### src/sv/tqfba_pkg.sv
// shared types, constants and codes for the two-queue flush batch arbiter
// no dependencies; imported by every module of the block
package tqfba_pkg;

  localparam int unsigned QUEUE_DEPTH_DEF = 16;
  localparam int unsigned MAX_BATCH_DEF   = 16;

  localparam int unsigned TAG_W      = 32;
  localparam int unsigned BSZ_W      = 5;
  localparam int unsigned BURST_W    = 8;
  localparam int unsigned CFG_IDX_W  = 2;
  localparam int unsigned CFG_DATA_W = 8;

  localparam logic [BSZ_W-1:0]   BATCH_SIZE_RST  = 5'd8;
  localparam logic [BURST_W-1:0] BURST_LIMIT_RST = 8'd4;
  localparam logic [BURST_W-1:0] STREAK_MAX      = 8'hFF;

  // configuration register indexes
  localparam logic [CFG_IDX_W-1:0] CFG_BATCH_SIZE  = 2'd0;
  localparam logic [CFG_IDX_W-1:0] CFG_BURST_LIMIT = 2'd1;
  localparam logic [CFG_IDX_W-1:0] CFG_STOPPING    = 2'd2;

  // input kinds
  localparam logic KIND_ENQ   = 1'b0;
  localparam logic KIND_BATCH = 1'b1;

  typedef enum logic [1:0] {
    STS_OK    = 2'd0,
    STS_FULL  = 2'd1,
    STS_STOP  = 2'd2,
    STS_EMPTY = 2'd3
  } status_t;

  typedef enum logic [1:0] {
    S_IDLE,
    S_RESP,
    S_PICK,
    S_GRANT
  } state_t;

  // controller to datapath
  typedef struct packed {
    logic accept;      // input beat taken this cycle
    logic pick;        // choose a queue, pop it and read its head
    logic load_res;    // move the pending single result to the output
    logic load_grant;  // move the fetched grant to the output
  } cmd_t;

  // datapath to controller
  typedef struct packed {
    logic all_empty;   // both queues hold nothing
    logic out_free;    // output register can take a beat this cycle
    logic grant_last;  // fetched grant closes the batch
  } sts_t;

endpackage

### src/sv/tqfba_ctrl.sv
// sequencing state machine of the flush batch arbiter
// depends on tqfba_pkg; drives tqfba_dp through cmd_t, watches sts_t
module tqfba_ctrl
  import tqfba_pkg::*;
(
  input  logic clk,
  input  logic rst_n,
  input  logic in_valid,
  input  logic in_kind,
  output logic in_ready,
  input  sts_t sts,
  output cmd_t cmd
);

  state_t state_r, state_nxt;

  always_ff @(posedge clk) begin
    if (!rst_n) begin
      state_r <= S_IDLE;
    end else begin
      state_r <= state_nxt;
    end
  end

  always_comb begin
    state_nxt = state_r;
    unique case (state_r)
      S_IDLE: begin
        if (in_valid) begin
          if (in_kind == KIND_BATCH && !sts.all_empty) begin
            state_nxt = S_PICK;
          end else begin
            state_nxt = S_RESP;
          end
        end
      end
      S_RESP: begin
        if (sts.out_free) begin
          state_nxt = S_IDLE;
        end
      end
      S_PICK: begin
        state_nxt = S_GRANT;
      end
      S_GRANT: begin
        if (sts.out_free) begin
          state_nxt = sts.grant_last ? S_IDLE : S_PICK;
        end
      end
      default: state_nxt = S_IDLE;
    endcase
  end

  always_comb begin
    in_ready       = 1'b0;
    cmd            = '0;
    unique case (state_r)
      S_IDLE: begin
        in_ready   = 1'b1;
        cmd.accept = in_valid;
      end
      S_RESP:  cmd.load_res   = sts.out_free;
      S_PICK:  cmd.pick       = 1'b1;
      S_GRANT: cmd.load_grant = sts.out_free;
      default: cmd            = '0;
    endcase
  end

endmodule

### src/sv/tqfba_dp.sv
// datapath: config registers, two tag queues in memories, streak counter,
// grant selection and output register; depends on tqfba_pkg
module tqfba_dp
  import tqfba_pkg::*;
#(
  parameter int unsigned QUEUE_DEPTH = QUEUE_DEPTH_DEF,
  parameter int unsigned MAX_BATCH   = MAX_BATCH_DEF
) (
  input  logic                  clk,
  input  logic                  rst_n,
  input  logic                  cfg_we,
  input  logic [CFG_IDX_W-1:0]  cfg_index,
  input  logic [CFG_DATA_W-1:0] cfg_wdata,
  input  logic                  in_kind,
  input  logic [TAG_W-1:0]      in_tag,
  input  logic                  in_bg,
  input  cmd_t                  cmd,
  output sts_t                  sts,
  output logic                  out_valid,
  input  logic                  out_ready,
  output status_t               out_status,
  output logic [TAG_W-1:0]      out_tag,
  output logic                  out_bg,
  output logic                  out_last
);

  localparam int unsigned AW  = (QUEUE_DEPTH > 1) ? $clog2(QUEUE_DEPTH) : 1;
  localparam int unsigned QCW = $clog2(QUEUE_DEPTH + 1);
  localparam int unsigned NW0 = $clog2(MAX_BATCH + 1);
  localparam int unsigned CW  = (NW0 > BSZ_W) ? NW0 : BSZ_W;
  localparam logic [AW-1:0]  HEAD_LAST = AW'(QUEUE_DEPTH - 1);
  localparam logic [AW:0]    DEPTH_W   = (AW+1)'(QUEUE_DEPTH);
  localparam logic [QCW-1:0] QFULL     = QCW'(QUEUE_DEPTH);
  localparam logic [CW-1:0]  MAXB      = CW'(MAX_BATCH);

  // configuration
  logic [BSZ_W-1:0]   batch_size_r;
  logic [BURST_W-1:0] burst_limit_r;
  logic               stopping_r;

  always_ff @(posedge clk) begin
    if (!rst_n) begin
      batch_size_r  <= BATCH_SIZE_RST;
      burst_limit_r <= BURST_LIMIT_RST;
      stopping_r    <= 1'b0;
    end else if (cfg_we) begin
      unique case (cfg_index)
        CFG_BATCH_SIZE:  batch_size_r  <= cfg_wdata[BSZ_W-1:0];
        CFG_BURST_LIMIT: burst_limit_r <= cfg_wdata[BURST_W-1:0];
        CFG_STOPPING:    stopping_r    <= cfg_wdata[0];
        default:         ;
      endcase
    end
  end

  // queue bookkeeping
  logic [AW-1:0]  fg_head_r, bg_head_r;
  logic [QCW-1:0] fg_cnt_r, bg_cnt_r;
  logic [BURST_W-1:0] streak_r;
  logic [TAG_W-1:0] fg_mem [QUEUE_DEPTH];
  logic [TAG_W-1:0] bg_mem [QUEUE_DEPTH];
  logic [TAG_W-1:0] fg_rd_r, bg_rd_r;

  logic [AW:0]   fg_sum, bg_sum;
  logic [AW-1:0] fg_tail, bg_tail;
  logic          fg_full, bg_full, enq_full;
  status_t       enq_status;
  logic          do_push, push_fg, push_bg;

  always_comb begin
    fg_sum  = (AW+1)'(fg_head_r) + (AW+1)'(fg_cnt_r);
    bg_sum  = (AW+1)'(bg_head_r) + (AW+1)'(bg_cnt_r);
    fg_tail = (fg_sum >= DEPTH_W) ? AW'(fg_sum - DEPTH_W) : fg_sum[AW-1:0];
    bg_tail = (bg_sum >= DEPTH_W) ? AW'(bg_sum - DEPTH_W) : bg_sum[AW-1:0];
    fg_full  = (fg_cnt_r == QFULL);
    bg_full  = (bg_cnt_r == QFULL);
    enq_full = in_bg ? bg_full : fg_full;
    if (stopping_r) begin
      enq_status = STS_STOP;
    end else if (enq_full) begin
      enq_status = STS_FULL;
    end else begin
      enq_status = STS_OK;
    end
    do_push = cmd.accept && (in_kind == KIND_ENQ) && (enq_status == STS_OK);
    push_fg = do_push && !in_bg;
    push_bg = do_push && in_bg;
  end

  // grant choice
  logic fg_nz, bg_nz, sel_bg, pop_fg, pop_bg;
  logic [QCW-1:0] fg_after, bg_after;

  always_comb begin
    fg_nz  = (fg_cnt_r != '0);
    bg_nz  = (bg_cnt_r != '0);
    sel_bg = (bg_nz && (streak_r >= burst_limit_r)) || !fg_nz;
    pop_fg = cmd.pick && !sel_bg;
    pop_bg = cmd.pick && sel_bg;
    fg_after = fg_cnt_r - QCW'(pop_fg);
    bg_after = bg_cnt_r - QCW'(pop_bg);
  end

  // effective batch limit
  logic [CW-1:0] lim;
  logic [CW-1:0] cnt_r;
  logic [CW:0]   cnt_inc;

  always_comb begin
    if (batch_size_r == '0) begin
      lim = CW'(1);
    end else if (CW'(batch_size_r) > MAXB) begin
      lim = MAXB;
    end else begin
      lim = CW'(batch_size_r);
    end
    cnt_inc = (CW+1)'(cnt_r) + (CW+1)'(1);
  end

  always_ff @(posedge clk) begin
    if (!rst_n) begin
      fg_head_r <= '0;
      bg_head_r <= '0;
      fg_cnt_r  <= '0;
      bg_cnt_r  <= '0;
      streak_r  <= '0;
    end else begin
      fg_cnt_r <= fg_after + QCW'(push_fg);
      bg_cnt_r <= bg_after + QCW'(push_bg);
      if (pop_fg) begin
        fg_head_r <= (fg_head_r == HEAD_LAST) ? '0 : fg_head_r + AW'(1);
        if (streak_r != STREAK_MAX) begin
          streak_r <= streak_r + BURST_W'(1);
        end
      end
      if (pop_bg) begin
        bg_head_r <= (bg_head_r == HEAD_LAST) ? '0 : bg_head_r + AW'(1);
        streak_r  <= '0;
      end
    end
  end

  // tag memories, one write and one registered read each
  always_ff @(posedge clk) begin
    if (push_fg) begin
      fg_mem[fg_tail] <= in_tag;
    end
    if (pop_fg) begin
      fg_rd_r <= fg_mem[fg_head_r];
    end
  end

  always_ff @(posedge clk) begin
    if (push_bg) begin
      bg_mem[bg_tail] <= in_tag;
    end
    if (pop_bg) begin
      bg_rd_r <= bg_mem[bg_head_r];
    end
  end

  // per-item scratch
  status_t res_status_r;
  logic    gbg_r, glast_r;

  always_ff @(posedge clk) begin
    if (cmd.accept) begin
      res_status_r <= (in_kind == KIND_ENQ) ? enq_status : STS_EMPTY;
    end
    if (cmd.pick) begin
      gbg_r   <= sel_bg;
      glast_r <= (cnt_inc >= (CW+1)'(lim)) || (fg_after == '0 && bg_after == '0);
    end
  end

  always_ff @(posedge clk) begin
    if (cmd.accept) begin
      cnt_r <= '0;
    end else if (cmd.pick) begin
      cnt_r <= cnt_inc[CW-1:0];
    end
  end

  // output register
  logic               out_valid_r;
  status_t            out_status_r;
  logic [TAG_W-1:0]   out_tag_r;
  logic               out_bg_r, out_last_r;

  always_ff @(posedge clk) begin
    if (!rst_n) begin
      out_valid_r <= 1'b0;
    end else if (cmd.load_res || cmd.load_grant) begin
      out_valid_r <= 1'b1;
    end else if (out_ready) begin
      out_valid_r <= 1'b0;
    end
  end

  always_ff @(posedge clk) begin
    if (cmd.load_res) begin
      out_status_r <= res_status_r;
      out_tag_r    <= '0;
      out_bg_r     <= 1'b0;
      out_last_r   <= 1'b1;
    end else if (cmd.load_grant) begin
      out_status_r <= STS_OK;
      out_tag_r    <= gbg_r ? bg_rd_r : fg_rd_r;
      out_bg_r     <= gbg_r;
      out_last_r   <= glast_r;
    end
  end

  always_comb begin
    sts.all_empty  = !fg_nz && !bg_nz;
    sts.out_free   = !out_valid_r || out_ready;
    sts.grant_last = glast_r;
  end

  assign out_valid  = out_valid_r;
  assign out_status = out_status_r;
  assign out_tag    = out_tag_r;
  assign out_bg     = out_bg_r;
  assign out_last   = out_last_r;

endmodule

### src/sv/two_queue_flush_batch_arbiter_core.sv
// top level of the two-queue flush batch arbiter
// depends on tqfba_pkg, tqfba_ctrl and tqfba_dp
//
// keeps a foreground and a background queue of 32-bit flush tags. an enqueue
// beat (in_tuser[0] = 0) puts in_tdata into the queue picked by in_tuser[1]
// and answers with one beat carrying ok, queue full or shutting down; it is
// accepted while idle, then loaded into the output register once free. a
// batch beat (in_tuser[0] = 1) hands out up to batch_size tags (0 acts as 1,
// capped at MAX_BATCH), foreground first, except that a waiting background
// tag is served once the run of consecutive foreground grants has reached
// burst_limit; that run survives across batches and saturates at 255. a
// batch with both queues empty answers with one empty-marked beat. each grant
// passes a pick step (select and memory read), then a grant step (load into
// the output register once it is free), because the tag queues are memories
// with one write and one registered read port each. a new input beat is
// taken only once the previous item has placed its last result in the
// output register, which itself may still be waiting on out_tready.
// configuration goes through a plain write port and is expected while idle
module two_queue_flush_batch_arbiter_core
  import tqfba_pkg::*;
#(
  parameter int unsigned QUEUE_DEPTH = QUEUE_DEPTH_DEF,
  parameter int unsigned MAX_BATCH   = MAX_BATCH_DEF
) (
  input  logic                  clk,
  input  logic                  rst_n,
  // configuration
  input  logic                  cfg_we,
  input  logic [CFG_IDX_W-1:0]  cfg_index,
  input  logic [CFG_DATA_W-1:0] cfg_wdata,
  // input stream
  input  logic                  in_tvalid,
  output logic                  in_tready,
  input  logic [TAG_W-1:0]      in_tdata,   // task_tag
  input  logic [1:0]            in_tuser,   // kind, background_task
  // result stream
  output logic                  out_tvalid,
  input  logic                  out_tready,
  output logic [TAG_W-1:0]      out_tdata,  // granted_tag
  output logic [2:0]            out_tuser,  // status[1:0], from_background
  output logic                  out_tlast
);

  cmd_t    cmd;
  sts_t    sts;
  status_t out_status;
  logic    out_bg;

  // state machine: accept, pick, load sequencing
  tqfba_ctrl u_ctrl (
    .clk      (clk),
    .rst_n    (rst_n),
    .in_valid (in_tvalid),
    .in_kind  (in_tuser[0]),
    .in_ready (in_tready),
    .sts      (sts),
    .cmd      (cmd)
  );

  // queues, arbitration and output register
  tqfba_dp #(
    .QUEUE_DEPTH (QUEUE_DEPTH),
    .MAX_BATCH   (MAX_BATCH)
  ) u_dp (
    .clk        (clk),
    .rst_n      (rst_n),
    .cfg_we     (cfg_we),
    .cfg_index  (cfg_index),
    .cfg_wdata  (cfg_wdata),
    .in_kind    (in_tuser[0]),
    .in_tag     (in_tdata),
    .in_bg      (in_tuser[1]),
    .cmd        (cmd),
    .sts        (sts),
    .out_valid  (out_tvalid),
    .out_ready  (out_tready),
    .out_status (out_status),
    .out_tag    (out_tdata),
    .out_bg     (out_bg),
    .out_last   (out_tlast)
  );

  assign out_tuser = {out_bg, out_status};

endmodule

### config.mk
export PLATFORM = sky130hd
export DESIGN_NAME = two_queue_flush_batch_arbiter_core
export DESIGN_NICKNAME = d
export VERILOG_FILES = /design/src/sv/tqfba_pkg.sv /design/src/sv/tqfba_ctrl.sv /design/src/sv/tqfba_dp.sv /design/src/sv/two_queue_flush_batch_arbiter_core.sv
export SDC_FILE = /design/constraint.sdc
export NUM_CORES = 1
export LEC_CHECK = 0
export BUFFER_PORTS_ARGS = -buffer_cell sky130_fd_sc_hd__buf_2
export CAP_MARGIN = 20
export CORE_AREA = 2 2 451 229
export CTS_CLUSTER_SIZE = 24
export DETAILED_ROUTE_END_ITERATION = 8
export DIE_AREA = 0 0 453 231
export GPL_TIMING_DRIVEN = 0
export PLACE_DENSITY = 0.63
export SYNTH_ARGS = -nofsm -noshare
export SYNTH_HDL_FRONTEND = slang
export SYNTH_SLANG_ARGS = --single-unit
### constraint.sdc
create_clock -name clk -period 9.65 [get_ports clk]
set_clock_uncertainty 0.1 [all_clocks]
set_input_delay 0.4825 -clock clk [delete_from_list [all_inputs] [get_ports clk]]
set_output_delay 0.4825 -clock clk [all_outputs]
set_load 0.005 [all_outputs]
==> results of run 1 <==
==> power breakdown <==
part | leakage, nW | switching, W | internal (W) | total (W)
logic | 4.03 | 0.000329 | 0.000205 | 0.000535
clock network | 1.59 | 0.00185 | 0.00226 | 0.00411
registers | 10.5 | 0.0000393 | 0.00563 | 0.00567
total | 16.1 | 0.00222 | 0.00810 | 0.0103
==> synthesized netlist by cell type (all sizes together) (16+ instances only) <==
cell type	count	area (um^2)
a22o	32	280
buf	53	287
clkbuf	47	176
dfxtp	82	1640
edfxtp	1094	32900
ha	31	388
inv	25	93.8
mux2i	49	490
mux4	320	7210
nand2	36	135
nor2	84	315
nor2b	20	125
xnor2	16	140
==> path summary, 6_finish.rpt <==
kind                                  startpoint               end  slack (ns)  cells past startpoint
worst max-delay path            u_dp.streak_r[2]  u_dp.bg_cnt_r[4]        5.91                     14
worst min-delay path                cfg_index[0]   u_dp.stopping_r        0.12                      4
worst max register to register  u_dp.streak_r[2]  u_dp.bg_cnt_r[4]        5.91                     14
worst min register to register       u_dp.out_bg       u_dp.out_bg        0.36                      2
==> critical path, stage by stage (launching register included) <==
cell,delay (ns)
dfxtp_1,0.47
ha_1,0.27
o21a_1,0.14
nor2_1,0.05
o311a_2,0.43
a21oi_4,0.54
buf_16,0.23
ha_1,0.21
ha_1,0.27
inv_1,0.07
ha_1,0.23
nand2b_1,0.13
nand4b_1,0.13
and3_1,0.18
o21a_1,0.18
==> layout by cell type, fill, tap and decap left out, types with 13 or more instances in the layout <==
cell	synthesis	layout
buf_2	22	108
dfxtp_1	82	82
clkbuf_1	47	75
clkbuf_16	0	102
buf_12	0	23
mux4_2	320	320
buf_1	17	17
nor2b_1	20	20
edfxtp_1	1094	1094
inv_1	24	24
nor2_1	84	52
clkinv_2	0	14
xnor2_1	16	16
nand2_1	36	36
a22o_1	32	32
buf_16	0	13
ha_1	31	31
nor2_4	0	32
mux2i_1	49	49
==> per-layer routing <==
layer | vias up | track usage (%) | routed length, um
met5 | - | 0 | 0
met4 | 0 | 4.48 | 1720
met3 | 130 | 5.16 | 11200
met2 | 1185 | 27.9 | 45100
met1 | 11900 | 36.0 | 53300
li1 | 8953 | - | -
==> final cells by class <==
type	count	area, um^2
multi-input combinational	724	10300
inverter	25	93.8
sequential	1176	34500
timing repair buffer	137	1420
buffer	100	463
clock inverter	46	509
fill	7839	49500
clock buffer	139	2770
antenna	2	5.00
tap	1360	1700
==> stage by stage <==
step	cells	hold WS, ns	utilization (%)	setup WS, ns
3_5_place_dp	3508	0.356	47.8	5.96
4_1_cts	3704	0.0673	51.1	5.93
6_report	3709	0.121	51.2	5.91
3_3_place_gp	3471	0.330	46.7	4.00
2_1_floorplan	2025	0.317	-	5.66
5_1_grt	3707	0.136	51.1	5.67
==> sequential cells by signal (all words and copies together) (netlist names), 8 cells and up <==
| signal | count |
|---|---|
| u_dp.bg_mem | 512 |
| u_dp.fg_rd_r | 32 |
| u_dp.bg_rd_r | 32 |
| u_dp.fg_mem | 512 |
| u_dp.streak_r | 8 |
| u_dp.out_tag | 32 |
| u_dp.burst_limit_r | 8 |
==> cells by family (layout without fill, tap and decap cells) <==
family,count (synthesis),after routing,synth area share [%]
AOI/OAI and AO/OA,86,86,1.49
xor gates and xnor gates,28,28,0.543
adders and majority gates,33,33,0.948
buffers and inverters,125,447,1.23
DFF,1176,1176,76.4
muxes,369,369,17.1
other,0,2,0
and+or+nand+nor,208,208,2.33
==> results.json, run 1 <==
{
  "place_area_um2": 48400,
  "num-nets-final": 2344,
  "hold_path_class": "in -> reg",
  "syn_area_um2": 45100,
  "io_pins": 87,
  "antenna_found_initial": 0,
  "synth_edf_count": 1094,
  "grt_pass1_vias": 21700,
  "power.leakage_nw": 16.1,
  "dieArea_um2": 105000,
  "drtPass1Iterations": 5,
  "yosys_most_used_dff": "edfxtp_1",
  "drtAntennaViolNets": 0,
  "overflow": 0,
  "dieHeight_um": 231,
  "synthCells": 2025,
  "gp_congestion": 0.809,
  "grt_setup_unrepaired": "false",
  "synth-seq-cells": 1176,
  "ctsHoldBuffers": 11,
  "core_area_um2": 101000,
  "clk_latency_ns": 0.71,
  "via_per_inst": 5.99,
  "portBuffers": 86,
  "cts_sinks": 1176,
  "peakVddDrop_mv": 0.133,
  "setup_tns_ns": 0,
  "setup_viol": 0,
  "synthToLayoutAreaGrowth_pct": 14.7,
  "power_w": 0.0103,
  "synthArstFlopShare_pct": 0,
  "dp_hpwl_mm": 74.9,
  "die_w_um": 453,
  "clkTransAtPathRegs_ns": 0.06,
  "crit_arrival_ns": 4.21,
  "finalWirelength_mm": 111,
  "postCtsSetupBuffers": 0,
  "clock_path_buffers": 3,
  "grt_usage_pct": 21.4,
  "yosys_warnings": 0,
  "hold_viol": 0,
  "cts_root_buf": "clkbuf_16",
  "timing.fmax_mhz": 267,
  "period_minus_slack_ns": 3.74,
  "slew_headroom_pct": 26.2,
  "post-route-period-util_pct": 38.8,
  "design_area_um2": 51800,
  "cts_resized": 0,
  "end_kind": "flip-flop",
  "required_ns": 10.13,
  "status": "complete, no violations",
  "p_per_area_nw_per_um2": 199,
  "numCtsBuffers": 98,
  "path_max_fanout": 11,
  "cap_violations": 0,
  "grt_max_degree": 33,
  "rows": 83,
  "cts_htree_levels": 3,
  "crit_path_start_kind": "flip-flop",
  "drive_above_1_share_pct": 28.8,
  "ys_seq_area_share_pct": 76.4,
  "grt_first_pass_wirelength_mm": 158,
  "wl_per_cell_um": 30.0,
  "synth_cell_types": 60,
  "route.vias.total": 22200,
  "initial_core_util_pct": 44.6,
  "path_class": "reg -> reg",
  "syn_nets": 2107,
  "drt_iter0_markers": 3365,
  "tightest_slew_ns": 1.11,
  "tritoncts": "yes",
  "final_max_slew_viol_count": 0,
  "syn_area_per_cell_um2": 22.3,
  "drc": 0
}
(Power assumes the default switching activity.)
==> run 2: changes to the inputs <==
Clock period 9.65 ns to 3.9 ns, I/O delays scaled along.
==> run 2 against run 1 <==
Non-clock buffer count grew 41. Routed wire length shrank 2.4%. Sequential power grew 150%. Count of clock-buffer cells in the layout shrank 24. Maximum frequency grew 5.7%. Sequential share of layout area shrank 0.50 points. First-iteration DRC count shrank 10%. Die area is the same.
==> results.json, run 2 (synthesis results as in run 1) <==
{
  "synthToLayoutAreaGrowth_pct": 15.6,
  "dr_wl_met2_mm": 44.2,
  "status": "complete, no violations",
  "dp_hpwl_mm": 73.3,
  "route.vias.total": 22100,
  "wl_met3_mm": 10.9,
  "layout.cells.non_filler": 3744,
  "path_max_fanout": 14,
  "hold_path_class": "in -> reg",
  "dieArea_um2": 105000,
  "ff2ff_setup_slack_ns": 0.36,
  "die_w_um": 453,
  "p_per_area_nw_per_um2": 490,
  "dp.cells": 3507,
  "io_pins": 87,
  "grt_pass1_vias": 21500,
  "drtPass1Iterations": 5,
  "post-route-period-util_pct": 90.7,
  "rows": 83,
  "fill_cells": 7810,
  "cts_htree_levels": 3,
  "grt_setup_unrepaired": "false",
  "final_max_slew_viol_count": 0,
  "initial_core_util_pct": 44.6,
  "slew_headroom_pct": 24.4,
  "peakVddDrop_mv": 0.483,
  "gp_congestion": 0.805,
  "crit_arrival_ns": 4.01,
  "grt_first_pass_wirelength_mm": 156,
  "numCtsBuffers": 97,
  "finalWorstSetupSlack_ns": 0.364,
  "cts_sinks": 1176,
  "via_per_inst": 5.91,
  "multi_input_area_um2": 10300,
  "crit_path_start_kind": "flip-flop",
  "wl_per_cell_um": 29.0,
  "drive_above_1_share_pct": 28.3,
  "period_minus_slack_ns": 3.54,
  "final_cell_mix": "1094 x edfxtp_1, 320 x mux4_2, 108 x buf_2, 101 x clkbuf_16, 82 x dfxtp_1",
  "core_area_um2": 101000,
  "r2r-start": "u_dp.streak_r[0]",
  "setup_viol": 0,
  "overflow": 0,
  "path_class": "reg -> reg",
  "dr.max_layer_used": "met4",
  "dieHeight_um": 231,
  "power_w": 0.0255,
  "mostFrequentLayoutCell": "edfxtp_1",
  "setup_tns_ns": 0,
  "grt_usage_pct": 21.0,
  "place_ws_ns": 0.210,
  "required_ns": 4.38,
  "grt_max_degree": 33,
  "num-nets-final": 2384,
  "largest_registers": "u_dp.bg_mem (512), u_dp.fg_mem (512)",
  "clock_path_buffers": 3,
  "end_kind": "flip-flop",
  "finalWirelength_mm": 109,
  "drtAntennaViolNets": 0,
  "tightest_slew_ns": 1.13,
  "cap_violations": 0,
  "hold_ws_ns": 0.0673,
  "timing.fmax_mhz": 283,
  "cts_root_buf": "clkbuf_16",
  "seq_area_um2": 34500,
  "antenna_found_initial": 1,
  "drt_iter0_markers": 3028,
  "wl_met1_mm": 51.9,
  "clkTransAtPathRegs_ns": 0.07,
  "crit_start": "u_dp.streak_r[0]",
  "tritoncts": "yes",
  "portBuffers": 86,
  "clk_latency_ns": 0.70,
  "hold_viol": 0,
  "drc": 0,
  "min_from": "in_tuser[1]",
  "power.leakage_nw": 16.3
}
-- run 2: cell types whose count changed in the layout (fill, tap and decap cells not counted), sizes merged --
cell / change
clkbuf: -24
diode: -1
clkinvlp: -2
inv: -2
clkinv: +19
dlygate4sd3: +41
bufinv: +4
-- run 2: area by class of cell --
class                   instances  area share (%)
flip-flops and latches       1176            66.1
multi-input cells             724            19.8
clock buffers                 115            4.98
repair buffers                178            3.50
well taps                    1360            3.26
clock inverters                65            1.28
plain buffers                 100           0.887
inverters                      25           0.180
diodes                          1         0.00480
-- run 2: worst max-delay path: stages (launching register included) --
cell and delay (ns):
dfxtp_1 0.36, inv_1 0.08, ha_1 0.29, nand2b_4 0.15, a2111oi_4 0.37, o311ai_1 0.18, a21o_1 0.32, inv_2 0.35
ha_1 0.25, ha_1 0.26, inv_1 0.07, ha_1 0.17, nor3b_1 0.24, xnor2_1 0.09, and2_1 0.15
-- run 2: routing by layer --
metal  vias up  GRT usage (%)
li1       9044              -
met1     11900           35.3
met2      1110           27.7
met3       130           4.92
met4         0           3.82
met5         -              0
-- run 2: final timing paths --
path,endpoint,cells after the start
min reg2reg,u_dp.out_bg,2
max,u_dp.fg_cnt_r[4],14
max reg2reg,u_dp.fg_cnt_r[4],14
min,u_dp.fg_cnt_r[0],4
-- run 2: where the power goes --
group	internal (W)	switching, W	leakage [nW]
sequential	0.0139	0.0000943	10.5
clock	0.00564	0.00452	1.60
combinational	0.000537	0.000817	4.21
total	0.0201	0.00543	16.3
-- run 2: through the flow --
step	utilization (%)	instance area, um^2
finish	51.5	52200
floorplan	-	45200
global route	51.5	52200
global placement	46.7	47300
detailed placement	47.8	48400
CTS	51.5	52100
-- run 2: what timing repair did --
action / 4_1_cts / 5_1_grt
hold endpoints to repair: 1058 / 0
endpoints found under the setup margin: 0 / 1
setup buffers: 0 / 2
hold buffers: 52 / 0
gates resized for setup: 0 / 0
==> run 3: changes to the inputs <==
Settings changed: CORE_AREA 2 2 451 229 to 2 2 416 212, DIE_AREA 0 0 453 231 to 0 0 418 214, PLACE_DENSITY 0.63 to 0.72.
==> run 3 against run 2 <==
Register-to-register slack got worse by 0.06 ns. Maximum frequency decreased by 1.8%. Worst setup slack lost 0.065 ns. Largest power group unchanged. Combinational power about the same. Sequential share of layout area grew 0.37 points. Via count up 0.63%. Total power grew 0.18%.
==> results.json, run 3 (synthesis results as in run 1) <==
{
  "clkTransAtPathRegs_ns": 0.07,
  "dieArea_um2": 89500,
  "finalWirelength_mm": 107,
  "cp_common_cell": "ha_1",
  "peakVddDrop_mv": 0.407,
  "cp_slowest_cell": "a2111oi_4",
  "setup_tns_ns": 0,
  "tightest_slew_ns": 1.20,
  "postCtsSetupBuffers": 0,
  "gp_congestion": 0.812,
  "via_per_inst": 6.33,
  "switchingPower_w": 0.00545,
  "drt_iter0_markers": 2799,
  "status": "complete, no violations",
  "cts_root_buf": "clkbuf_16",
  "dieHeight_um": 214,
  "numCtsBuffers": 100,
  "seqPwrFrac_pct": 54.8,
  "design_area_um2": 51900,
  "crit_chain": "inv_1 > ha_1 > nand2b_4 > a2111oi_4 > o311ai_2 > a21o_2 > clkinv_4 > buf_12 > ha_1 > ha_1 > inv_1 > ha_1 > nor3b_1 > xnor2_1 > and2_1",
  "grt_first_pass_wirelength_mm": 156,
  "dp.cells": 3278,
  "period_minus_slack_ns": 3.60,
  "grt_usage_pct": 24.4,
  "cts_sinks": 1176,
  "final_util_pct": 60.7,
  "power.leakage_nw": 16.3,
  "rows": 76,
  "grt_max_degree": 33,
  "cp_top_family": "adder cells",
  "p_clk_share_pct": 40.0,
  "crit_arrival_ns": 4.08,
  "largest_registers": "u_dp.bg_mem (512), u_dp.fg_mem (512)",
  "pwr-share-comb_pct": 5.2,
  "path_class": "reg -> reg",
  "place_area_um2": 48000,
  "crit_path_start_kind": "flip-flop",
  "antenna_found_initial": 0,
  "crit_path_max_incr_delay_ns": 0.37,
  "cap_violations": 0,
  "end_kind": "flip-flop",
  "wl_per_cell_um": 30.6,
  "drc": 0,
  "post-route-period-util_pct": 92.3,
  "tritoncts": "yes",
  "dp_hpwl_mm": 68.1,
  "final_max_slew_viol_count": 0,
  "grt_pass1_vias": 22200,
  "clock_path_buffers": 3,
  "cts_htree_levels": 3,
  "drtPass1Iterations": 5,
  "portBuffers": 86,
  "p_per_area_nw_per_um2": 493,
  "io_pins": 87,
  "drive_above_1_share_pct": 28.7,
  "switching_share_pct": 21.3,
  "path_max_fanout": 26,
  "internal_power_w": 0.0201,
  "layout.cells.non_filler": 3516,
  "setup_viol": 0,
  "synthToLayoutAreaGrowth_pct": 15.0,
  "hold_path_class": "in -> reg",
  "critPathBufInv": 4,
  "core_area_um2": 85500,
  "drtAntennaViolNets": 0,
  "final_cell_mix": "1094 x edfxtp_1, 320 x mux4_2, 108 x buf_2, 102 x clkbuf_16, 82 x dfxtp_1",
  "required_ns": 4.38,
  "route.vias.total": 22300,
  "overflow": 0,
  "num-nets-final": 2384,
  "die_w_um": 418,
  "slew_headroom_pct": 20.2,
  "clk_latency_ns": 0.69,
  "initial_core_util_pct": 52.8,
  "timing.fmax_mhz": 278,
  "mostFrequentLayoutCell": "edfxtp_1",
  "grt_setup_unrepaired": "false",
  "hold_viol": 0
}
## run 3: cell types whose count changed in the layout (fill, tap and decap cells not counted), moves of 3 or more
cell | before | now
clkinv_2 | 19 | 22
buf_16 | 15 | 7
clkbuf_8 | 2 | 6
clkinv_1 | 22 | 9
clkbuf_1 | 59 | 66
buf_12 | 20 | 28
clkinvlp_4 | 5 | 8
## run 3: routing by layer
metal / vias up / wire length (um) / GRT usage, %
met4: 0 / 2230 / 5.74
met1: 11800 / 44000 / 36.8
met3: 148 / 11500 / 5.40
li1: 9015 / - / -
met2: 1304 / 49800 / 36.8
met5: - / 0 / 0
## run 3: worst register-to-register path: stages, from the launching register on
cell,delay (ns)
dfxtp_1,0.36
inv_1,0.09
ha_1,0.30
nand2b_4,0.15
a2111oi_4,0.37
o311ai_2,0.14
a21o_2,0.30
clkinv_4,0.21
buf_12,0.23
ha_1,0.23
ha_1,0.27
inv_1,0.07
ha_1,0.19
nor3b_1,0.26
xnor2_1,0.09
and2_1,0.15
## run 3: power groups by stage
stage          Clock (W)  Sequential [W]  Combinational, W
3_5_place_dp           0          0.0143           0.00128
2_1_floorplan          0          0.0143          0.000711
5_1_grt           0.0108          0.0140           0.00143
3_3_place_gp           0          0.0143           0.00120
6_report          0.0102          0.0140           0.00133
4_1_cts           0.0103          0.0140           0.00133
## run 3: layout make-up
class | count | area (um^2)
flip-flops and latches | 1176 | 34500
fillers | 5686 | 33600
multi-input cells | 724 | 10300
clock buffers | 127 | 2710
repair buffers | 175 | 1740
well taps | 1131 | 1420
clock inverters | 57 | 628
plain buffers | 100 | 463
inverters | 25 | 98.8
diodes | 1 | 2.50
## run 3: worst paths after layout
kind                          from                to  slack [ns]  cells after the start
hold reg to reg   u_dp.out_tag[26]  u_dp.out_tag[26]        0.38                      1
hold / removal         in_tuser[1]  u_dp.fg_cnt_r[0]        0.06                      4
setup reg to reg  u_dp.streak_r[0]  u_dp.fg_cnt_r[4]        0.30                     15
setup / recovery  u_dp.streak_r[0]  u_dp.fg_cnt_r[4]        0.30                     15
## run 3: stage by stage
stage	worst slack [ns]	power (W)	hold WS [ns]
finish	0.299	0.0256	0.0562
global route	0.0229	0.0263	0.0670
CTS	0.0320	0.0257	0.0168
detailed placement	0.0590	0.0156	0.357
global placement	-1.45	0.0155	0.350
floorplan	0.394	0.0150	0.194
## run 3: repair_timing
action | in CTS | in global routing
gates resized for setup | 0 | 6
hold endpoints to repair | 1058 | 0
endpoints found under the setup margin | 0 | 1
hold buffers | 51 | 0
